### src/rtl/tbg_pkg.sv
// Shared types and constants for the tangent basis generator.
`default_nettype none
package tbg_pkg;

  // Field and datapath widths.
  localparam int CW   = 16;     // input and output components
  localparam int DW   = 17;     // edge and texture deltas
  localparam int AW   = 35;     // multiplier operand A
  localparam int BW   = 17;     // multiplier operand B
  localparam int PW   = AW + BW;
  localparam int RW   = 36;     // raw tangent and bitangent
  localparam int VW   = 50;     // normaliser input components
  localparam int SW   = 33;     // dot and cross product terms
  localparam int QDEPTH = 2;    // triangle queue depth
  localparam int QPW  = 1;      // queue pointer width

  // Unit magnitude, 1.0 in Q1.14, the largest a normalised component may reach.
  localparam logic [14:0] UNIT = 15'd16384;

  // One complete triangle, as handed from the front to the back.
  typedef struct packed {
    logic [2:0][DW-1:0] e1;
    logic [2:0][DW-1:0] e2;
    logic [DW-1:0]      d1u;
    logic [DW-1:0]      d1v;
    logic [DW-1:0]      d2u;
    logic [DW-1:0]      d2v;
    logic [2:0][CW-1:0] n0;
    logic [2:0][CW-1:0] n1;
    logic [2:0][CW-1:0] n2;
  } tri_t;

  // Normaliser status towards the back.
  typedef struct packed {
    logic done;
    logic ok;
  } nstat_t;

  typedef enum logic [3:0] {
    BS_IDLE, BS_DET, BS_RAW, BS_NT, BS_NB, BS_DOT, BS_W, BS_NW, BS_CROSS, BS_H, BS_EMIT
  } back_state_t;

  typedef enum logic [2:0] {
    NS_IDLE, NS_SHIFT, NS_SQ, NS_SQRT, NS_DIV
  } norm_state_t;

endpackage
`default_nettype wire

### src/rtl/tbg_front.sv
// Front end: takes vertices, holds the first two corners and forms triangle deltas.
`default_nettype none
module tbg_front (
  input  wire logic                      clk,
  input  wire logic                      rst,
  input  wire logic                      in_valid,
  output logic                           in_stall,
  input  wire logic [tbg_pkg::CW-1:0]    pos_x,
  input  wire logic [tbg_pkg::CW-1:0]    pos_y,
  input  wire logic [tbg_pkg::CW-1:0]    pos_z,
  input  wire logic [tbg_pkg::CW-1:0]    tex_u,
  input  wire logic [tbg_pkg::CW-1:0]    tex_v,
  input  wire logic [tbg_pkg::CW-1:0]    norm_x,
  input  wire logic [tbg_pkg::CW-1:0]    norm_y,
  input  wire logic [tbg_pkg::CW-1:0]    norm_z,
  input  wire logic                      full,
  output logic                           push,
  output tbg_pkg::tri_t                  push_data
);

  logic [1:0] corner_index;
  logic [1:0][2:0][tbg_pkg::CW-1:0] held_position;
  logic [1:0][1:0][tbg_pkg::CW-1:0] held_texcoord;
  logic [1:0][2:0][tbg_pkg::CW-1:0] held_normal;
  logic [2:0][tbg_pkg::CW-1:0] pin;
  logic accept;
  logic closing;

  assign pin = {pos_z, pos_y, pos_x};

  // The closing corner waits only when the queue has no room.
  assign closing  = (corner_index >= 2'd2);
  assign in_stall = closing && full;
  assign accept   = in_valid && !in_stall;
  assign push     = accept && closing;

  // Corner counter.
  always_ff @(posedge clk) begin
    if (rst) begin
      corner_index <= 2'd0;
    end else if (accept) begin
      corner_index <= closing ? 2'd0 : corner_index + 2'd1;
    end
  end

  // Held corners need no reset: each is written before the triangle closes.
  always_ff @(posedge clk) begin
    if (accept && !closing) begin
      held_position[corner_index[0]] <= pin;
      held_texcoord[corner_index[0]] <= {tex_v, tex_u};
      held_normal[corner_index[0]]   <= {norm_z, norm_y, norm_x};
    end
  end

  // Edge and texture-coordinate deltas of the closing triangle.
  always_comb begin
    for (int i = 0; i < 3; i++) begin
      push_data.e1[i] = tbg_pkg::DW'($signed(held_position[1][i]))
                      - tbg_pkg::DW'($signed(held_position[0][i]));
      push_data.e2[i] = tbg_pkg::DW'($signed(pin[i]))
                      - tbg_pkg::DW'($signed(held_position[0][i]));
    end
    push_data.d1u = tbg_pkg::DW'($signed(held_texcoord[1][0]))
                  - tbg_pkg::DW'($signed(held_texcoord[0][0]));
    push_data.d1v = tbg_pkg::DW'($signed(held_texcoord[1][1]))
                  - tbg_pkg::DW'($signed(held_texcoord[0][1]));
    push_data.d2u = tbg_pkg::DW'($signed(tex_u))
                  - tbg_pkg::DW'($signed(held_texcoord[0][0]));
    push_data.d2v = tbg_pkg::DW'($signed(tex_v))
                  - tbg_pkg::DW'($signed(held_texcoord[0][1]));
    push_data.n0 = held_normal[0];
    push_data.n1 = held_normal[1];
    push_data.n2 = {norm_z, norm_y, norm_x};
  end

  // The input only ever waits on the closing corner.
  a_stall_on_close: assert property (@(posedge clk) disable iff (rst)
    in_stall |-> corner_index >= 2'd2)
    else $error("front stalled on an opening corner");

endmodule
`default_nettype wire

### config.mk
export PLATFORM = sky130hd
export DESIGN_NAME = tbg_front
export DESIGN_NICKNAME = d
export VERILOG_FILES = /design/src/rtl/tbg_pkg.sv /design/src/rtl/tbg_front.sv
export SDC_FILE = /design/constraint.sdc
export NUM_CORES = 1
export LEC_CHECK = 0
export ABC_CLOCK_PERIOD_IN_PS = 15350
export BUFFER_PORTS_ARGS = -buffer_cell sky130_fd_sc_hd__buf_2
export CAP_MARGIN = 20
export CORE_ASPECT_RATIO = 1.1
export CORE_MARGIN = 2
export CORE_UTILIZATION = 31
export CTS_BUF_LIST = sky130_fd_sc_hd__clkbuf_4 sky130_fd_sc_hd__clkbuf_8
export CTS_CLUSTER_DIAMETER = 50
export DETAILED_ROUTE_END_ITERATION = 8
export HOLD_SLACK_MARGIN = 0.06
export PLACE_DENSITY = 0.59
export SLEW_MARGIN = 10
export SYNTH_ARGS = -nofsm -noshare
export SYNTH_HDL_FRONTEND = slang
export SYNTH_SLANG_ARGS = --single-unit
### constraint.sdc
create_clock -name clk -period 15.35 [get_ports clk]
set_input_delay 1.535 -clock clk [delete_from_list [all_inputs] [get_ports clk]]
set_output_delay 1.535 -clock clk [all_outputs]
set_load 0.1 [all_outputs]
==> run metrics <==
Max Cap Viol=0; final setup vio count=0; final hold vios=0; CP arrival=4.75 ns; Max Freq=159.2 MHz; Critical Path RT=13.82 ns; post-synthesis sequential area ratio=0.4875; gr usage total=0.1478; WL per Instance=16.27 um; clk slew on worst S/H paths=0.05 ns; Post-Syn Area=15,850 um2; average cell area after synthesis=11.19 um2; Chip Width=219.6 um; synthesized net count=1,718; Post-CTS Resized=0; Yosys warnings=0; Chip Height=241.2 um; Rows=86; CTS tree=built; flop2flop setup slack=12.57 ns; critical path startpoint=pos_y[1]; Slowest cell on crit path=o311ai_0; total CTS buffers=49; peak supply drop=106.0 uV; Critical Path Start Type=input port; endpoint class of the critical path=output port; r2r startpoint=corner_index[1]$_SDFFE_PP0N_; Placed Cells=2,470; HPWL after DPL=32,160 um; RSZ-0062 raised after global routing=false; setup TNS=0 ns; final worst-path cycle share=0.4093; commonest non-fill, non-tap cell in the layout=buf_2; Remaining DRCs=0; crit path cell chain=buf_2, ha_1, nor2b_1, o21ai_0, a21boi_0, o311ai_0, o21ai_0, o311ai_0, buf_2; Total Nets Final=2,163; Die Area=52,960 um2; Hold Path Class=register to register; worst-margin pin slew=1.039 ns; clk_skew=0.01196 ns; CTS Hold Buffers Added=0; largest net degree at the start of global routing=70; layout cells sized above 1=0.2865; 1st-iter DRT viols=470; Post-Syn Instances=1,416; post-route ant nets=0; total gr overflow=0; Hold Crit Start=corner_index[0]$_SDFFE_PP0N_; clock sinks=258; first-pass GRT wire length=61,720 um; Initial Util=0.3147; fin crit period=6.283 ns; placer congestion estimate=0.8544; Slew HR=0.3071; Clock Tree Buf Depth=3; commonest cells after routing, fill and taps aside=447 x buf_2, 256 x edfxtp_1, 160 x ha_1, 155 x inv_1, 96 x a21oi_1; kind of critical path=input port to output port; Max Slew Vio Count=0; Vias/cell=4.820; ys async rst share=0; PwrDens=147.7 nW/um2; crit-path max FO=4; Post-CTS Setup Inserts=0; I/O pins=448; worst skew pair latency=0.60 ns; Non-Filler Instances=2,561; port buffer count=447; H-tree level count=2; initial antenna violation count=5; number of global-route vias before repair=12,100; Root Buffer=clkbuf_8; Synth Flop Type=edfxtp_1; Layout Area Growth over Synthesis=23.31%; Core Box Area=50,360 um2; Pleak=0.008605 uW; count of filler cells inserted in the layout=5,004; DR vias=12,350; DRT Pass-1 Iters=5; Crit path largest cell delay=0.83 ns; outcome=complete, no violations; Netlist cell types=62; total wire length=41,660 um; EDFF count, synth=256; number of synthesized register bits=258
state kept, by name, indices dropped and copies added, names as in the netlist:
signal         count
corner_index       2
held_texcoord     64
push_data         96
held_position     96
metal layers:
layer | vias to the layer above | GRT usage | part of all wire
met5 | - | 0 | 0.00029
met4 | 2 | 0.04901 | 0.026
met3 | 75 | 0.04524 | 0.077
met2 | 417 | 0.2624 | 0.49
met1 | 5795 | 0.1684 | 0.41
li1 | 6056 | - | -
worst paths after layout:
path         cells after the start                      endpoint
min reg2reg                      2  corner_index[0]$_SDFFE_PP0N_
max                              9                push_data[242]
max reg2reg                      4   held_position[93]$_DFFE_PP_
min                              2  corner_index[0]$_SDFFE_PP0N_
power breakdown:
part	internal, uW	switching (uW)	leakage (uW)
combinational	242	1140	0.00568
clock	384	293	0.000511
sequential	823	9.89	0.00241
total	1450	1440	0.00860
per-stage QoR:
step	instance area, um2	power (uW)	utilization	hold slack [ns]	setup WS, ns
floorplan	15850	2013	-	0.4719	3.809
global placement	18560	2221	0.3685	0.5219	9.294
detailed placement	18560	2229	0.3685	0.5300	9.080
CTS	19540	2924	0.3880	0.5404	9.066
global route	19540	3008	0.3880	0.5761	8.939
finish	19550	2888	0.3881	0.5385	9.067
cell usage after synthesis (all sizes together) (4+ instances only):
cell	number	area, um2
buf	49	367.9
inv	155	581.8
o22ai	5	37.53
and3	19	118.9
a31oi	10	62.56
nor2	95	356.6
edfxtp	256	7687
a21o	33	247.7
xor2	22	192.7
nand3	30	150.1
o211ai	8	60.06
or3	7	43.79
nor2b	35	226.5
nand2b	30	187.7
nor3	26	130.1
nand4	7	43.79
fa	10	200.2
nor3b	4	30.03
ha	160	2002
a211oi	11	82.58
o41a	4	45.04
o31a	14	122.6
o21a	34	255.2
a21oi	96	480.5
o21ai	59	295.3
a2111oi	10	87.58
nand2	41	153.9
o31ai	6	45.04
nand3b	4	30.03
clkbuf	9	33.78
o311ai	9	78.83
nor4b	4	35.03
o21bai	13	97.59
nor4	4	25.02
xnor2	89	779.5
critical path, delay by kind of cell:
kind / cells / cell delay, ns
AND/OR/NAND/NOR: 1 / 0.14
AO/OA/AOI/OAI: 5 / 2.16
adder cells (fa/ha/maj): 1 / 0.29
buffers and inverters: 2 / 0.63
cell families after synthesis:
logic type / share of synthesized area
AOI/OAI and AO/OA: 0.1465
and+or+nand+nor: 0.1003
DFF: 0.4875
buffers and inverters: 0.06205
adders and majority gates: 0.1389
xor gates and xnor gates: 0.06134
muxes: 0.003315
final cells by class:
class	count	area (um2)	share of cell area
flip-flops and latches	258	7727	0.3954
multi-input cells	945	7149	0.3658
repair buffers	452	2275	0.1164
clock buffers	69	837.1	0.04283
well taps	660	825.8	0.04225
inverters	155	581.8	0.02977
clock inverters	20	143.9	0.007362
diodes	2	5.005	0.0002561
Note: power is estimated with default switching activity, not from simulation.
