**src/rtl/tbg_pkg.sv**
```systemverilog
// Shared types and constants for the tangent basis generator.
`default_nettype none
package tbg_pkg;

  // Field and datapath widths.
  localparam int CW   = 16;     // input and output components
  localparam int DW   = 17;     // edge and texture deltas
  localparam int AW   = 35;     // multiplier operand A
  localparam int BW   = 17;     // multiplier operand B
  localparam int PW   = AW + BW;
  localparam int RW   = 36;     // raw tangent and bitangent
  localparam int VW   = 50;     // normaliser input components
  localparam int SW   = 33;     // dot and cross product terms
  localparam int QDEPTH = 2;    // triangle queue depth
  localparam int QPW  = 1;      // queue pointer width

  // Unit magnitude, 1.0 in Q1.14, the largest a normalised component may reach.
  localparam logic [14:0] UNIT = 15'd16384;

  // One complete triangle, as handed from the front to the back.
  typedef struct packed {
    logic [2:0][DW-1:0] e1;
    logic [2:0][DW-1:0] e2;
    logic [DW-1:0]      d1u;
    logic [DW-1:0]      d1v;
    logic [DW-1:0]      d2u;
    logic [DW-1:0]      d2v;
    logic [2:0][CW-1:0] n0;
    logic [2:0][CW-1:0] n1;
    logic [2:0][CW-1:0] n2;
  } tri_t;

  // Normaliser status towards the back.
  typedef struct packed {
    logic done;
    logic ok;
  } nstat_t;

  typedef enum logic [3:0] {
    BS_IDLE, BS_DET, BS_RAW, BS_NT, BS_NB, BS_DOT, BS_W, BS_NW, BS_CROSS, BS_H, BS_EMIT
  } back_state_t;

  typedef enum logic [2:0] {
    NS_IDLE, NS_SHIFT, NS_SQ, NS_SQRT, NS_DIV
  } norm_state_t;

endpackage
`default_nettype wire

```
**src/rtl/tbg_fifo.sv**
```systemverilog
// Short triangle queue between the front and the back.
`default_nettype none
module tbg_fifo (
  input  wire logic            clk,
  input  wire logic            rst,
  input  wire logic            wr,
  input  wire tbg_pkg::tri_t   wdata,
  output logic                 full,
  input  wire logic            rd,
  output tbg_pkg::tri_t        rdata,
  output logic                 nempty
);

  tbg_pkg::tri_t entry [tbg_pkg::QDEPTH];
  logic [tbg_pkg::QPW-1:0] wp;
  logic [tbg_pkg::QPW-1:0] rp;
  logic [tbg_pkg::QPW:0]   cnt;

  assign full   = (cnt == (tbg_pkg::QPW+1)'(tbg_pkg::QDEPTH));
  assign nempty = (cnt != '0);
  assign rdata  = entry[rp];

  // Pointers and fill count.
  always_ff @(posedge clk) begin
    if (rst) begin
      wp  <= '0;
      rp  <= '0;
      cnt <= '0;
    end else begin
      if (wr) begin
        wp <= wp + 1'b1;
      end
      if (rd) begin
        rp <= rp + 1'b1;
      end
      cnt <= cnt + (tbg_pkg::QPW+1)'(wr) - (tbg_pkg::QPW+1)'(rd);
    end
  end

  // Entry storage.
  always_ff @(posedge clk) begin
    if (wr) begin
      entry[wp] <= wdata;
    end
  end

  a_no_overflow: assert property (@(posedge clk) disable iff (rst)
    wr |-> cnt < (tbg_pkg::QPW+1)'(tbg_pkg::QDEPTH))
    else $error("triangle queue written while full");

  a_no_underflow: assert property (@(posedge clk) disable iff (rst)
    rd |-> cnt != '0)
    else $error("triangle queue read while empty");

endmodule
`default_nettype wire

```
**config.mk**
```make
export PLATFORM = sky130hd
export DESIGN_NAME = tbg_fifo
export DESIGN_NICKNAME = d
export VERILOG_FILES = /design/src/rtl/tbg_pkg.sv /design/src/rtl/tbg_fifo.sv
export SDC_FILE = /design/constraint.sdc
export NUM_CORES = 1
export LEC_CHECK = 0
export BUFFER_PORTS_ARGS = -buffer_cell sky130_fd_sc_hd__buf_2
export CAP_MARGIN = 20
export CORE_AREA = 2 2 244 246
export CTS_BUF_LIST = sky130_fd_sc_hd__clkbuf_2
export CTS_CLUSTER_DIAMETER = 80
export DETAILED_ROUTE_END_ITERATION = 8
export DIE_AREA = 0 0 246 248
export GPL_ROUTABILITY_DRIVEN = 0
export PLACE_DENSITY_LB_ADDON = 0.25
export REMOVE_ABC_BUFFERS = 1
export SLEW_MARGIN = 20
export SYNTH_ARGS = -nofsm -noshare
export SYNTH_HDL_FRONTEND = slang
export SYNTH_SLANG_ARGS = --single-unit
```
**constraint.sdc**
```tcl
create_clock -name clk -period 29.7 [get_ports clk]
set_input_delay 5.94 -clock clk [delete_from_list [all_inputs] [get_ports clk]]
set_output_delay 5.94 -clock clk [all_outputs]
set_load 0.005 [all_outputs]
```
==> results of run 1 <==
[registers in the layout (all words and copies together), names as in the netlist, named ones only]
| register | flops |
|---|---|
| entry | 628 |
| cnt | 2 |
| rp | 1 |
| wp | 1 |
[Yosys cell counts]
cell type and number:
mux2_2 54, nor2b_1 3, and2_1 1, ha_1 2, inv_1 2, buf_2 5
mux2_4 260, nor2_1 4, xnor2_1 2, dfxtp_1 5, buf_6 30, or2_2 1
xnor3_1 1, edfxtp_1 628
[kinds of logic (layout without fill, tap and decap cells)]
kind of cell	Yosys count	after routing	synth area share
flops	633	633	0.792
mux	314	314	0.188
buf+inv	37	907	0.0155
simple gates	9	9	0.00193
xor+xnor	3	3	0.00167
fa+ha+maj	2	2	0.00104
other cells	0	17	0
[report_power, final]
group          total [mW]  leakage (nW)  switching (mW)  internal (mW)
sequential           1.06          5.94          0.0152           1.04
combinational       0.229          4.77           0.108          0.121
clock               0.537          1.01           0.329          0.208
[per-layer routing]
metal  part of all wire  up-vias  wire [um]  GRT usage
li1                   -     5646          -          -
met1               0.34     6056      18600      0.173
met2               0.52      491      27900      0.284
met3               0.11      133       5900     0.0995
met4              0.027       26       1460     0.0802
met5             0.0032        -        172          0
[final cells by class]
| type | count | share of cell area |
|---|---|---|
| timing repair buffer | 644 | 0.112 |
| clock buffer | 222 | 0.0381 |
| tap | 773 | 0.0331 |
| antenna | 17 | 0.00146 |
| sequential | 633 | 0.649 |
| clock inverter | 39 | 0.00660 |
| inverter | 2 | 0.000257 |
| multi-input combinational | 328 | 0.159 |
[worst max-delay path: stages (launching register included)]
cell and delay, ps:
dfxtp_4 820, buf_4 840, buf_4 950, buf_4 730, mux2_2 410, buf_2 120
[path summary, 6_finish.rpt]
check,from,endpoint,slack (ps)
min reg2reg,rp,rp,540
max reg2reg,wp,entry[1][77],26620
min,rp,rp,540
max,flip-flop,rdata[306],18490
[cell usage in the layout (no fill, tap or decap)]
cell type,synthesis,routed
nor2b_1,3,2
clkinv_2,0,1
xnor3_1,1,1
ha_1,2,2
xnor2_1,2,2
nor2_1,4,4
edfxtp_1,628,628
inv_2,0,3
inv_1,2,2
buf_4,0,8
mux2_4,260,260
clkbuf_2,0,222
and2_4,0,1
inv_6,0,1
or2_2,1,1
nor2b_4,0,1
buf_6,30,1
bufinv_16,0,1
dfxtp_4,0,1
buf_12,0,2
buf_2,5,633
clkinvlp_4,0,1
mux2_2,54,54
clkinv_1,0,30
clkinv_4,0,2
diode_2,0,17
dfxtp_1,5,4
[through the flow]
stage,setup slack [ps],instance area (um2),power (mW),util
final,18490,29200,1.82,0.499
after global routing,18000,29200,1.92,0.499
after CTS,18120,29100,1.86,0.499
after detailed placement,19710,27800,1.31,0.476
after global placement,19770,27800,1.31,0.476
after floorplan,9230,23600,1.28,-
==> results.py, run 1 <==
metrics = {
    "die": {
        "die_area_um2": 61000,
        "io_pins": 634,
        "coreArea_um2": 58500,
        "die_w_um": 246,
        "start_util": 0.410,
        "die_h_um": 248,
        "rows": 89,
    },
    "worst_setup_path": {
        "crit_path_end_kind": "output pin",
        "critPathMaxFanout": 59,
        "path_class": "flip-flop to output pin",
        "reg2reg_depth": 3,
        "crit_arrival_ps": 5270,
        "worstPathRequired_ps": 23760,
        "cp-start-kind": "flip-flop",
    },
    "pwr": {
        "powerDensity_nw_per_um2": 62.5,
        "power.leakage_nw": 11.7,
        "ir_worst_vdd_uv": 43.1,
    },
    "sta": {
        "hold_slack_ps": 540,
        "slew_headroom": 0.217,
        "worst_slew_pin_slew_ps": 1170,
        "fin_skew_ps": 97.5,
        "grt_setup_unrepaired": "no",
        "period_needed_ps": 11210,
        "fin_crit_sh": 0.378,
        "drv_slew": 0,
        "max_clock_freq_ghz": 0.0892,
        "final_hold_viol_count": 0,
        "setup_violations": 0,
        "tns_ps": 0,
    },
    "global_routing": {
        "grt_use_total": 0.171,
        "grt_max_degree": 178,
        "grt_first_pass_wirelength_um": 75900,
        "antenna_found_initial": 29,
        "grt_pass1_vias": 12900,
        "grt-ovfl-total": 0,
    },
    "synth": {
        "yosysUniqueCellTypes": 14,
        "syn_area_um2": 24000,
        "yosysTopAreaCell": "edfxtp_1",
        "synth-seq-cells": 633,
        "yosysSeqAreaShare": 0.792,
        "synth_warnings": 0,
        "netlist_instances": 998,
        "synth_top_area_frac": 0.787,
        "syn_avg_cell_area_um2": 24.0,
        "synth_area_leaders": "edfxtp_1, mux2_4, mux2_2, buf_6, dfxtp_1",
    },
    "clocking": {
        "worstSkewPairLatency_ps": 1250,
        "clk_pin_slew_ps": 100,
        "cts_resized": 0,
        "cts-htree-levels": 4,
        "cts_buffers": 158,
        "tritoncts": "done",
        "clock_tree.root_cell": "clkbuf_2",
        "cts_hold_buf": 0,
        "clockBufferDepth": 3,
        "cts_setup_buffers": 0,
        "cts.sinks": 633,
    },
    "detailed_routing": {
        "ant_nets": 0,
        "drtIter0Drc": 503,
        "drc_errors": 0,
        "dr.pass1.iters": 4,
        "via_per_inst": 4.65,
        "wire_per_inst_um": 20.3,
        "wirelength_um": 54000,
        "vias": 12400,
    },
    "place": {
        "hpwl_um": 36600,
        "port_buffers": 633,
        "dp.cells": 2380,
    },
    "cells_and_area": {
        "nFillCells": 4997,
        "final-instance-count-excl-fill": 2658,
        "seqCellArea_um2": 19000,
        "area_growth_pct": 21.9,
        "multi_input_area_um2": 4630,
        "layout-drive-gt1-share": 0.639,
        "final_nets": 2087,
    },
    "run": {
        "drv_cap": 0,
    },
    "hold_path": {
        "hold_depth": 2,
        "hp-class": "flip-flop to flip-flop",
    },
    "outcome": {
        "outcome": "complete, no violations",
    },
}
(Power assumes the default switching activity.)
==> run 2, diff against run 1 <==
--- a/config.mk
+++ b/config.mk
@@ -7,11 +7,11 @@
 export LEC_CHECK = 0
 export BUFFER_PORTS_ARGS = -buffer_cell sky130_fd_sc_hd__buf_2
 export CAP_MARGIN = 20
-export CORE_AREA = 2 2 244 246
+export CORE_AREA = 2 2 245 247
 export CTS_BUF_LIST = sky130_fd_sc_hd__clkbuf_2
 export CTS_CLUSTER_DIAMETER = 80
 export DETAILED_ROUTE_END_ITERATION = 8
-export DIE_AREA = 0 0 246 248
+export DIE_AREA = 0 0 247 249
 export GPL_ROUTABILITY_DRIVEN = 0
 export PLACE_DENSITY_LB_ADDON = 0.25
 export REMOVE_ABC_BUFFERS = 1
==> constraint.sdc (replaced) <==
create_clock -name clk -period 9.9 [get_ports clk]
set_input_delay 1.98 -clock clk [delete_from_list [all_inputs] [get_ports clk]]
set_output_delay 1.98 -clock clk [all_outputs]
set_load 0.005 [all_outputs]
==> run 2 against run 1 <==
Worst hold slack lost 13 ps. Cell count shrank 0.15%. First-iteration DRC count grew 34%. Flip-flop and latch count is the same. Non-clock buffer count shrank 2. Die area grew 0.81%. Count of clock-buffer cells in the layout is the same. Wire length shrank 1.5%. Clock power grew to 3.0 times the previous value. Sequential share of layout area is essentially flat. Utilization shrank 0.17 points. Critical path depth shrank 1. Critical endpoint is now rdata[41]. Largest power group unchanged.
==> results.py, run 2 (synthesis gave the netlist of run 1 again) <==
metrics = {
    "run": {
        "drv_cap": 0,
    },
    "cells_and_area": {
        "final_nets": 2084,
        "layout-drive-gt1-share": 0.642,
        "largest_reg_flops": 628,
        "layout_common_cells": "buf_2, edfxtp_1, mux2_4, clkbuf_2, mux2_2",
        "final_common_cell": "buf_2",
        "reg_top3": "entry (628), cnt (2)",
        "finish.utilization": 0.498,
        "fin_area_um2": 29200,
        "area_growth_pct": 21.9,
        "regMostFlops": "entry",
    },
    "die": {
        "die_area_um2": 61500,
        "coreArea_um2": 58700,
        "io_pins": 634,
        "rows": 89,
        "start_util": 0.408,
        "die_w_um": 247,
        "die_h_um": 249,
    },
    "clocking": {
        "cts-htree-levels": 4,
        "worstSkewPairLatency_ps": 1230,
        "cts_setup_buffers": 0,
        "cts_hold_buf": 0,
        "cts.sinks": 633,
        "clock_tree.root_cell": "clkbuf_2",
        "clk_pin_slew_ps": 80,
        "tritoncts": "done",
        "clockBufferDepth": 3,
        "cts_resized": 0,
        "cts_buffers": 157,
    },
    "detailed_routing": {
        "wire_per_inst_um": 20.0,
        "via_per_inst": 4.62,
        "dr.pass1.iters": 6,
        "drtIter0Drc": 676,
        "vias": 12300,
        "drc_errors": 0,
        "ant_nets": 0,
        "wirelength_um": 53200,
    },
    "global_routing": {
        "grt_first_pass_wirelength_um": 76800,
        "grt_use_met1": 0.176,
        "met3_usage": 0.0825,
        "grt_use_met2": 0.290,
        "grt_pass1_vias": 13000,
        "antenna_found_initial": 19,
        "grt_use_total": 0.170,
        "busiest_layer": "met2",
        "grt_max_degree": 176,
        "grt-ovfl-total": 0,
    },
    "place": {
        "port_buffers": 633,
        "hpwl_um": 35300,
        "post-place-ws_ps": 5110,
        "dpl_cell_area_um2": 27900,
    },
    "worst_setup_path": {
        "crit_path_end_kind": "output pin",
        "path_class": "flip-flop to output pin",
        "cp-start-kind": "flip-flop",
        "crit_arrival_ps": 4080,
        "worstPathRequired_ps": 7920,
        "critPathMaxFanout": 111,
    },
    "pwr": {
        "seqPwrFrac": 0.580,
        "power.leakage_nw": 11.7,
        "powerDensity_nw_per_um2": 187,
        "combinationalPowerShare": 0.125,
        "p_sw_frac": 0.247,
        "internal_power_mw": 4.12,
        "p_sw_mw": 1.35,
        "ir_worst_vdd_uv": 103,
        "pwr-share-clk": 0.295,
    },
    "sta": {
        "worst_slew_pin_slew_ps": 1280,
        "period_needed_ps": 6060,
        "max_clock_freq_ghz": 0.165,
        "hold_slack_ps": 527,
        "grt_setup_unrepaired": "no",
        "tns_ps": 0,
        "drv_slew": 0,
        "layout_setup_ws_ps": 3840,
        "final_hold_viol_count": 0,
        "fin_skew_ps": 95.8,
        "fin_crit_sh": 0.612,
        "slew_headroom": 0.148,
        "setup_violations": 0,
    },
    "outcome": {
        "outcome": "complete, no violations",
    },
    "hold_path": {
        "hp-class": "flip-flop to flip-flop",
    },
}
run 2: path summary, 6_finish.rpt:
kind         startpoint       endpoint  slack (ps)  cells after the start
min reg2reg          rp             rp         530                      2
max reg2reg          wp  entry[1][143]        7110                      3
max           flip-flop      rdata[41]        3840                      4
min                  rp             rp         530                      2
run 2: metal layers:
metal,share of wire,vias to the layer above
met5,0.0016,-
met4,0.027,14
met3,0.10,115
met2,0.52,501
met1,0.35,5993
li1,-,5631
run 2: critical path: stages, from the launching register on:
cell and delay [ps]:
dfxtp_4 740, buf_4 680, buf_12 680, mux2_2 410
buf_2 120
run 2: final cells by class:
cell class                      count  area (um2)
Clock inverter                     41         208
Timing Repair Buffer              642        3290
Multi-Input combinational cell    328        4630
Sequential cell                   633       19000
Clock buffer                      222        1110
Antenna cell                       13        32.5
Tap cell                          773         967
Inverter                            2        7.51
Fill cell                        4993       29500
run 2: metrics by stage:
step           instances  power [mW]
2_1_floorplan        963        3.85
3_3_place_gp        2378        3.92
3_5_place_dp        2378        3.93
4_1_cts             2641        5.58
5_1_grt             2651        5.77
6_report            2654        5.48
run 2: power groups by stage:
stage	combinational, mW	sequential (mW)	clock, mW
global route	0.738	3.19	1.85
CTS	0.701	3.18	1.70
finish	0.686	3.17	1.62
detailed placement	0.697	3.24	0
global placement	0.691	3.23	0
floorplan	0.514	3.34	0
